<file path="src/kfm_pkg.sv">
`timescale 1ns / 1ps
// ----------------------------------------------------------------------------
// Keepalive fault monitor package
// Event, action, mode and register codes shared by the monitor's modules.
// ----------------------------------------------------------------------------
package kfm_pkg;

  localparam int TIME_W  = 32;
  localparam int LIMIT_W = 31;
  localparam int ADDR_W  = 4;
  localparam int DATA_W  = 32;

  typedef logic [1:0]         op_t;
  typedef logic [1:0]         action_t;
  typedef logic [1:0]         mode_t;
  typedef logic [TIME_W-1:0]  time_t;
  typedef logic [LIMIT_W-1:0] limit_t;

  localparam op_t OP_TICK    = 2'd0;
  localparam op_t OP_REQUEST = 2'd1;
  localparam op_t OP_ACK     = 2'd2;

  localparam action_t ACT_NONE    = 2'd0;
  localparam action_t ACT_CLEARED = 2'd1;
  localparam action_t ACT_REPORT  = 2'd2;
  localparam action_t ACT_DEACT   = 2'd3;

  localparam mode_t MODE_NORMAL = 2'd0;
  localparam mode_t MODE_FAULT  = 2'd1;
  localparam mode_t MODE_AWAIT  = 2'd2;

  localparam logic [1:0] REG_IDLE_TIMEOUT     = 2'd0;
  localparam logic [1:0] REG_ACK_TIMEOUT      = 2'd1;
  localparam logic [1:0] REG_DEACTIVATE_DELAY = 2'd2;
  localparam logic [1:0] REG_ALLOW_DEACTIVATE = 2'd3;

  localparam limit_t RST_TIMEOUT = 31'd1000;

  typedef struct packed {
    limit_t idle_timeout;
    limit_t ack_timeout;
    limit_t deactivate_delay;
    logic   allow_deactivate;
  } cfg_t;

endpackage

</file>
<file path="src/kfm_ifs.sv">
`timescale 1ns / 1ps
// ----------------------------------------------------------------------------
// Keepalive fault monitor channels
// Event channel (op, timestamp) and action channel, valid/ready handshake.
// ----------------------------------------------------------------------------
interface kfm_evt_if;
  logic        valid;
  logic        ready;
  logic [1:0]  op;
  logic [31:0] now_time;

  modport source (output valid, output op, output now_time, input ready);
  modport sink   (input valid, input op, input now_time, output ready);
endinterface

interface kfm_res_if;
  logic       valid;
  logic       ready;
  logic [1:0] action;

  modport source (output valid, output action, input ready);
  modport sink   (input valid, input action, output ready);
endinterface

</file>
<file path="src/kfm_cfg_regs.sv">
`timescale 1ns / 1ps
// ----------------------------------------------------------------------------
// Keepalive fault monitor configuration registers
// APB-style register file holding the three timeouts and the allow flag.
// ----------------------------------------------------------------------------
module kfm_cfg_regs (
  input  logic                       clk,
  input  logic                       rst,
  input  logic                       psel,
  input  logic                       penable,
  input  logic                       pwrite,
  input  logic [kfm_pkg::ADDR_W-1:0] paddr,
  input  logic [kfm_pkg::DATA_W-1:0] pwdata,
  output logic [kfm_pkg::DATA_W-1:0] prdata,
  output logic                       pready,
  output kfm_pkg::cfg_t              cfg
);
  import kfm_pkg::*;

  logic       wr_en;
  logic [1:0] reg_sel;

  assign pready  = 1'b1;
  assign wr_en   = psel & penable & pwrite;
  assign reg_sel = paddr[3:2];

  always_ff @(posedge clk) begin
    if (rst) begin
      cfg.idle_timeout     <= RST_TIMEOUT;
      cfg.ack_timeout      <= RST_TIMEOUT;
      cfg.deactivate_delay <= RST_TIMEOUT;
      cfg.allow_deactivate <= 1'b0;
    end else if (wr_en) begin
      case (reg_sel)
        REG_IDLE_TIMEOUT:     cfg.idle_timeout     <= pwdata[LIMIT_W-1:0];
        REG_ACK_TIMEOUT:      cfg.ack_timeout      <= pwdata[LIMIT_W-1:0];
        REG_DEACTIVATE_DELAY: cfg.deactivate_delay <= pwdata[LIMIT_W-1:0];
        REG_ALLOW_DEACTIVATE: cfg.allow_deactivate <= pwdata[0];
        default: ;
      endcase
    end
  end

  always_comb begin
    case (reg_sel)
      REG_IDLE_TIMEOUT:     prdata = {1'b0, cfg.idle_timeout};
      REG_ACK_TIMEOUT:      prdata = {1'b0, cfg.ack_timeout};
      REG_DEACTIVATE_DELAY: prdata = {1'b0, cfg.deactivate_delay};
      REG_ALLOW_DEACTIVATE: prdata = {{(DATA_W-1){1'b0}}, cfg.allow_deactivate};
      default:              prdata = '0;
    endcase
  end

endmodule

</file>
<file path="src/kfm_core.sv">
`timescale 1ns / 1ps
// ----------------------------------------------------------------------------
// Keepalive fault monitor core
// Input register, watchdog state update with one elapsed-time compare, and
// action result register.
// ----------------------------------------------------------------------------
module kfm_core (
  input  logic          clk,
  input  logic          rst,
  input  kfm_pkg::cfg_t cfg,
  kfm_evt_if.sink       evt,
  kfm_res_if.source     res
);
  import kfm_pkg::*;

  logic    s1_valid;
  op_t     s1_op;
  time_t   s1_now;
  logic    adv;

  mode_t   mode, mode_next;
  logic    started, started_next;
  time_t   last_request_time, last_request_time_next;
  time_t   fault_time, fault_time_next;
  time_t   ack_time, ack_time_next;
  action_t act_next;

  logic    res_valid;
  action_t res_action;

  time_t   since;
  limit_t  limit;
  time_t   elapsed;
  logic    expired;

  assign adv       = !res_valid || res.ready;
  assign evt.ready = !s1_valid || adv;
  assign res.valid  = res_valid;
  assign res.action = res_action;

  always_ff @(posedge clk) begin
    if (rst) begin
      s1_valid <= 1'b0;
    end else if (evt.ready) begin
      s1_valid <= evt.valid;
    end
  end

  always_ff @(posedge clk) begin
    if (evt.valid && evt.ready) begin
      s1_op  <= evt.op;
      s1_now <= evt.now_time;
    end
  end

  // Pick the timestamp and limit for the current mode.
  always_comb begin
    case (mode)
      MODE_FAULT: begin
        since = fault_time;
        limit = cfg.ack_timeout;
      end
      MODE_AWAIT: begin
        since = ack_time;
        limit = cfg.deactivate_delay;
      end
      default: begin
        since = last_request_time;
        limit = cfg.idle_timeout;
      end
    endcase
    elapsed = s1_now - since;
    expired = elapsed >= {1'b0, limit};
  end

  always_comb begin
    mode_next              = mode;
    started_next           = started;
    last_request_time_next = last_request_time;
    fault_time_next        = fault_time;
    ack_time_next          = ack_time;
    act_next               = ACT_NONE;
    case (s1_op)
      OP_TICK: begin
        if (!started) begin
          last_request_time_next = s1_now;
          started_next           = 1'b1;
        end else begin
          case (mode)
            MODE_NORMAL: begin
              if (expired) begin
                mode_next       = MODE_FAULT;
                fault_time_next = s1_now;
                act_next        = ACT_REPORT;
              end
            end
            MODE_FAULT: begin
              if (expired) begin
                mode_next              = MODE_NORMAL;
                last_request_time_next = s1_now;
                act_next               = cfg.allow_deactivate ? ACT_DEACT : ACT_NONE;
              end
            end
            MODE_AWAIT: begin
              if (expired) begin
                mode_next              = MODE_NORMAL;
                last_request_time_next = s1_now;
                act_next               = ACT_DEACT;
              end
            end
            default: ;
          endcase
        end
      end
      OP_REQUEST: begin
        last_request_time_next = s1_now;
        started_next           = 1'b1;
        if (mode != MODE_NORMAL) begin
          mode_next = MODE_NORMAL;
          act_next  = ACT_CLEARED;
        end
      end
      OP_ACK: begin
        if (mode == MODE_FAULT) begin
          if (cfg.allow_deactivate) begin
            mode_next     = MODE_AWAIT;
            ack_time_next = s1_now;
          end else begin
            mode_next              = MODE_NORMAL;
            last_request_time_next = s1_now;
          end
        end
      end
      default: ;
    endcase
  end

  always_ff @(posedge clk) begin
    if (rst) begin
      mode              <= MODE_NORMAL;
      started           <= 1'b0;
      last_request_time <= '0;
      fault_time        <= '0;
      ack_time          <= '0;
    end else if (s1_valid && adv) begin
      mode              <= mode_next;
      started           <= started_next;
      last_request_time <= last_request_time_next;
      fault_time        <= fault_time_next;
      ack_time          <= ack_time_next;
    end
  end

  always_ff @(posedge clk) begin
    if (rst) begin
      res_valid <= 1'b0;
    end else if (adv) begin
      res_valid <= s1_valid;
    end
  end

  always_ff @(posedge clk) begin
    if (s1_valid && adv) begin
      res_action <= act_next;
    end
  end

endmodule

</file>
<file path="src/keepalive_fault_monitor_top.sv">
`timescale 1ns / 1ps
// ----------------------------------------------------------------------------
// Keepalive fault monitor
// Watchdog over keepalive events that raises, clears and escalates faults.
// ----------------------------------------------------------------------------
// Usage:
//   evt carries one event per transfer: op (tick, request seen, fault report
//   acknowledged) and the 32-bit timestamp now_time. res returns exactly one
//   action per event, in order: none, fault cleared, fault report, or
//   deactivate all tasks.
//   Path: input register, then state update and compare into result register.
//   One event is taken per cycle while res is not stalled; the single
//   elapsed-time subtract and compare against the stored timestamp sets the
//   cycle. When res is stalled, the result register holds and the input
//   register still takes one more event; evt.ready then drops until res moves.
//   Reset (rst, synchronous) clears both pipeline stages, returns the monitor
//   to normal mode and not started, and loads all timeouts with 1000 and
//   the allow flag with 0. The user must have the APB port write the
//   registers only while idle; the block itself does not enforce it.
// ----------------------------------------------------------------------------
module keepalive_fault_monitor_top (
  input  logic                       clk,
  input  logic                       rst,
  kfm_evt_if.sink                    evt,
  kfm_res_if.source                  res,
  input  logic                       psel,
  input  logic                       penable,
  input  logic                       pwrite,
  input  logic [kfm_pkg::ADDR_W-1:0] paddr,
  input  logic [kfm_pkg::DATA_W-1:0] pwdata,
  output logic [kfm_pkg::DATA_W-1:0] prdata,
  output logic                       pready
);
  import kfm_pkg::*;

  cfg_t cfg;

  kfm_cfg_regs u_cfg_regs (
    .clk     (clk),
    .rst     (rst),
    .psel    (psel),
    .penable (penable),
    .pwrite  (pwrite),
    .paddr   (paddr),
    .pwdata  (pwdata),
    .prdata  (prdata),
    .pready  (pready),
    .cfg     (cfg)
  );

  kfm_core u_core (
    .clk (clk),
    .rst (rst),
    .cfg (cfg),
    .evt (evt),
    .res (res)
  );

endmodule

</file>
<file path="src/flat_wrapper.sv">
// flat-port wrapper written by rule: the top's interface ports become plain ports
module keepalive_fault_monitor_top_flat import kfm_pkg::*;
  (clk, rst, psel, penable, pwrite, paddr, pwdata, prdata, pready, evt_valid, evt_op, evt_now_time, evt_ready, res_valid, res_action, res_ready);
  kfm_evt_if evt_i ();
  kfm_res_if res_i ();
  input  logic clk;
  input  logic rst;
  input  logic psel;
  input  logic penable;
  input  logic pwrite;
  input  logic [kfm_pkg::ADDR_W-1:0] paddr;
  input  logic [kfm_pkg::DATA_W-1:0] pwdata;
  output logic [kfm_pkg::DATA_W-1:0] prdata;
  output logic pready;
  input wire logic [$bits(evt_i.valid)-1:0] evt_valid;
  input wire logic [$bits(evt_i.op)-1:0] evt_op;
  input wire logic [$bits(evt_i.now_time)-1:0] evt_now_time;
  output wire logic [$bits(evt_i.ready)-1:0] evt_ready;
  output wire logic [$bits(res_i.valid)-1:0] res_valid;
  output wire logic [$bits(res_i.action)-1:0] res_action;
  input wire logic [$bits(res_i.ready)-1:0] res_ready;
  assign evt_i.valid = evt_valid;
  assign evt_i.op = evt_op;
  assign evt_i.now_time = evt_now_time;
  assign evt_ready = evt_i.ready;
  assign res_valid = res_i.valid;
  assign res_action = res_i.action;
  assign res_i.ready = res_ready;
  keepalive_fault_monitor_top u_core (.clk(clk), .rst(rst), .evt(evt_i), .res(res_i), .psel(psel), .penable(penable), .pwrite(pwrite), .paddr(paddr), .pwdata(pwdata), .prdata(prdata), .pready(pready));
endmodule
</file>
<file path="config.mk">
export PLATFORM = sky130hd
export DESIGN_NAME = keepalive_fault_monitor_top_flat
export DESIGN_NICKNAME = d
export VERILOG_FILES = /design/src/kfm_pkg.sv /design/src/kfm_ifs.sv /design/src/kfm_cfg_regs.sv /design/src/kfm_core.sv /design/src/keepalive_fault_monitor_top.sv /design/src/flat_wrapper.sv
export SDC_FILE = /design/constraint.sdc
export NUM_CORES = 1
export LEC_CHECK = 0
export ABC_AREA = 1
export BUFFER_PORTS_ARGS = -buffer_cell sky130_fd_sc_hd__buf_2
export CORE_MARGIN = 3
export CORE_UTILIZATION = 44
export CTS_CLUSTER_SIZE = 12
export DETAILED_ROUTE_END_ITERATION = 6
export PLACE_DENSITY = 0.62
export SLEW_MARGIN = 30
export SYNTH_ARGS = -nofsm -noshare
export SYNTH_HDL_FRONTEND = slang
export SYNTH_SLANG_ARGS = --single-unit
export TNS_END_PERCENT = 20
</file>
<file path="constraint.sdc">
create_clock -name clk -period 5.05 [get_ports clk]
set_input_delay 0.7575 -clock clk [delete_from_list [all_inputs] [get_ports clk]]
set_output_delay 0.7575 -clock clk [all_outputs]
set_load 0.05 [all_outputs]
</file>
==> reports/qor.csv <==
metric,value,unit
crit_type,flop to flop,
cp_common_cell,nand2_1,
ant_nets,0,
initial_utilization,0.453,
hp-class,primary input to flop,
final_nets,1892,
dp_cells,2077,
report.final.slew_viol_count,0,
antenna_cells,0,
combPwrFrac,0.282,
setup_tns,0,ns
skew,0.0182,ns
cts_root_buf,clkbuf_16,
path_buf_inv,7,
hold_viol_final,0,
antenna_found_initial,0,
synth_area_per_cell,7.49,um2
die_w,173,um
wl_per_cell,17.2,um
cp-end-kind,flop,
tightest_slew,0.942,ns
grt_pass1_vias,11300,
cts_buffer_depth,3,
path_delay_family,simple AND/OR/NAND/NOR gates,
drt_iter0_drc,937,
irDropWorstVdd,0.260,mV
cpMaxStageDelayCell,dfxtp_4,
cts_max_level,1,
critPathMaxStageDelay,0.37,ns
holdWs,0.390,ns
setup_viol,0,
ys_warn_count,0,
ios,114,
grt_max_degree,112,
violations,DRC,
fin_area,14500,um2
synthCells,1647,
place_hpwl,23600,um
area.growth.synth_to_final,17.3,%
grt_util_all_layers,0.232,
clk_pin_slew,0.06,ns
setup_slack,0.258,ns
synth_cell_types,43,
p_leak,6.32,nW
fin_util,0.531,
clkPwrFrac,0.344,
cts_sinks,231,
layout_common_cells,"294 x nand2_1, 198 x nor2_1, 193 x dfxtp_1, 175 x o21ai_0, 149 x a21oi_1",
cp.required,5.48,ns
cts_tree,done,
layout_min_cycle_time,4.79,ns
synth_fp_nets,1795,
netlist_area,12300,um2
grt_pass1_wl,58200,um
insertion_delay,0.54,ns
grt-ovfl-total,0,
synth-seq-cells,231,
status,"complete, but fails checks",
power,5.26,mW
routed_via_density,5.51,
power_density,363,nW/um2
drive_gt1_frac,0.145,
power.switching,1.71,mW
routabilityCongestion,0.886,
coreArea,27300,um2
layout.cells.non_filler,2132,
place_ws,0.0636,ns
fmax,0.209,GHz
maxSlewHeadroom,0.369,
period_share,0.949,
cap_violations,0,
cp-start-kind,flop,
route.vias.total,11700,
crit_path_max_fanout,22,
port_buffers,108,
numCtsBuffers,26,
firstDrtPassIters,7,
placed_area,13400,um2
switching_share,0.325,
drc,2,
dieArea,30100,um2
cp.arrival,5.22,ns
sequentialPowerShare,0.374,
row_count,60,
ys_seq_area_frac,0.404,
fp.dieH,173,um
wirelength,36700,um
p_int,3.55,mW
final_common_cell,nand2_1,
-- logic make-up after synthesis --
| group | Yosys count | share of synthesized area |
|---|---|---|
| DFF | 231 | 0.404 |
| AOI/OAI and AO/OA | 443 | 0.214 |
| other | 2 | 0.000609 |
| and+or+nand+nor | 643 | 0.216 |
| xor gates and xnor gates | 27 | 0.0192 |
| adders and majority gates | 71 | 0.0726 |
| buffers and inverters | 230 | 0.0742 |
-- final cells by class --
cell class / count / area, um2
tap: 372 / 465
clock buffer: 42 / 792
clock inverter: 2 / 10.0
sequential: 231 / 4990
multi-input combinational: 1187 / 6580
inverter: 128 / 484
timing repair buffer: 170 / 1150
fill: 2631 / 12800
-- registers in the layout (all words and copies together) (netlist names) --
register,count
u_core.u_cfg_regs.cfg,94
u_core.u_core.ack_time,32
u_core.u_core.fault_time,32
u_core.u_core.last_request_time,32
u_core.u_core.mode,2
u_core.u_core.res.action,2
u_core.u_core.res.valid,1
u_core.u_core.s1_now,32
u_core.u_core.s1_op,2
u_core.u_core.s1_valid,1
u_core.u_core.started,1
-- cell usage after synthesis, drive strengths merged --
cell type	n	area [um2]
o211a	1	10.0
o211ai	7	57.6
and3	1	6.26
a2111oi	1	8.76
clkinv	3	12.5
o21bai	1	7.51
nand4	4	40.0
a221oi	1	15.0
dfxtp	195	3900
nor3	9	45.0
a21oi	159	796
buf	30	163
o221ai	16	140
a221o	54	541
clkbuf	72	270
ha	70	876
inv	125	469
xor2	17	149
o41ai	1	8.76
a31oi	5	31.3
nor2	199	747
a21o	5	37.5
edfxtp	36	1080
a211oi	4	30.0
nand3	126	643
xnor2	10	87.6
fa	1	20.0
a31o	2	17.5
nand2	302	1160
o21ai	185	926
conb	2	7.51
a311oi	1	8.76
nor4	2	12.5
-- final timing paths --
kind                                                   start                             endpoint  slack (ns)  depth (start not counted)
worst max-delay path                   u_core.u_core.mode[0]  u_core.u_core.last_request_time[12]        0.26                         29
worst min-delay path                         evt_now_time[7]              u_core.u_core.s1_now[7]        0.39                          1
worst max register to register         u_core.u_core.mode[0]  u_core.u_core.last_request_time[12]        0.26                         29
worst min register to register  u_core.u_core.fault_time[19]         u_core.u_core.fault_time[19]        0.46                          2
-- what timing repair did --
action,4_1_cts,5_1_grt
hold buffers,0,0
setup buffers,0,6
resized for setup,0,38
setup endpoints to repair,0,68
endpoints found under the hold margin,0,0
-- power groups by stage --
| stage | registers (mW) | logic, mW | clock network, mW |
|---|---|---|---|
| global route | 1.97 | 1.67 | 1.92 |
| global placement | 2.00 | 1.40 | 0 |
| finish | 1.97 | 1.48 | 1.81 |
| detailed placement | 2.00 | 1.42 | 0 |
| CTS | 1.96 | 1.43 | 1.84 |
| floorplan | 1.99 | 1.00 | 0 |
-- per-layer routing --
metal  track usage  share of wire
met3        0.0280          0.050
met1         0.308           0.44
met2         0.396           0.48
met4        0.0733          0.028
met5             0              0
No activity file was read; power rests on OpenSTA's default activity.
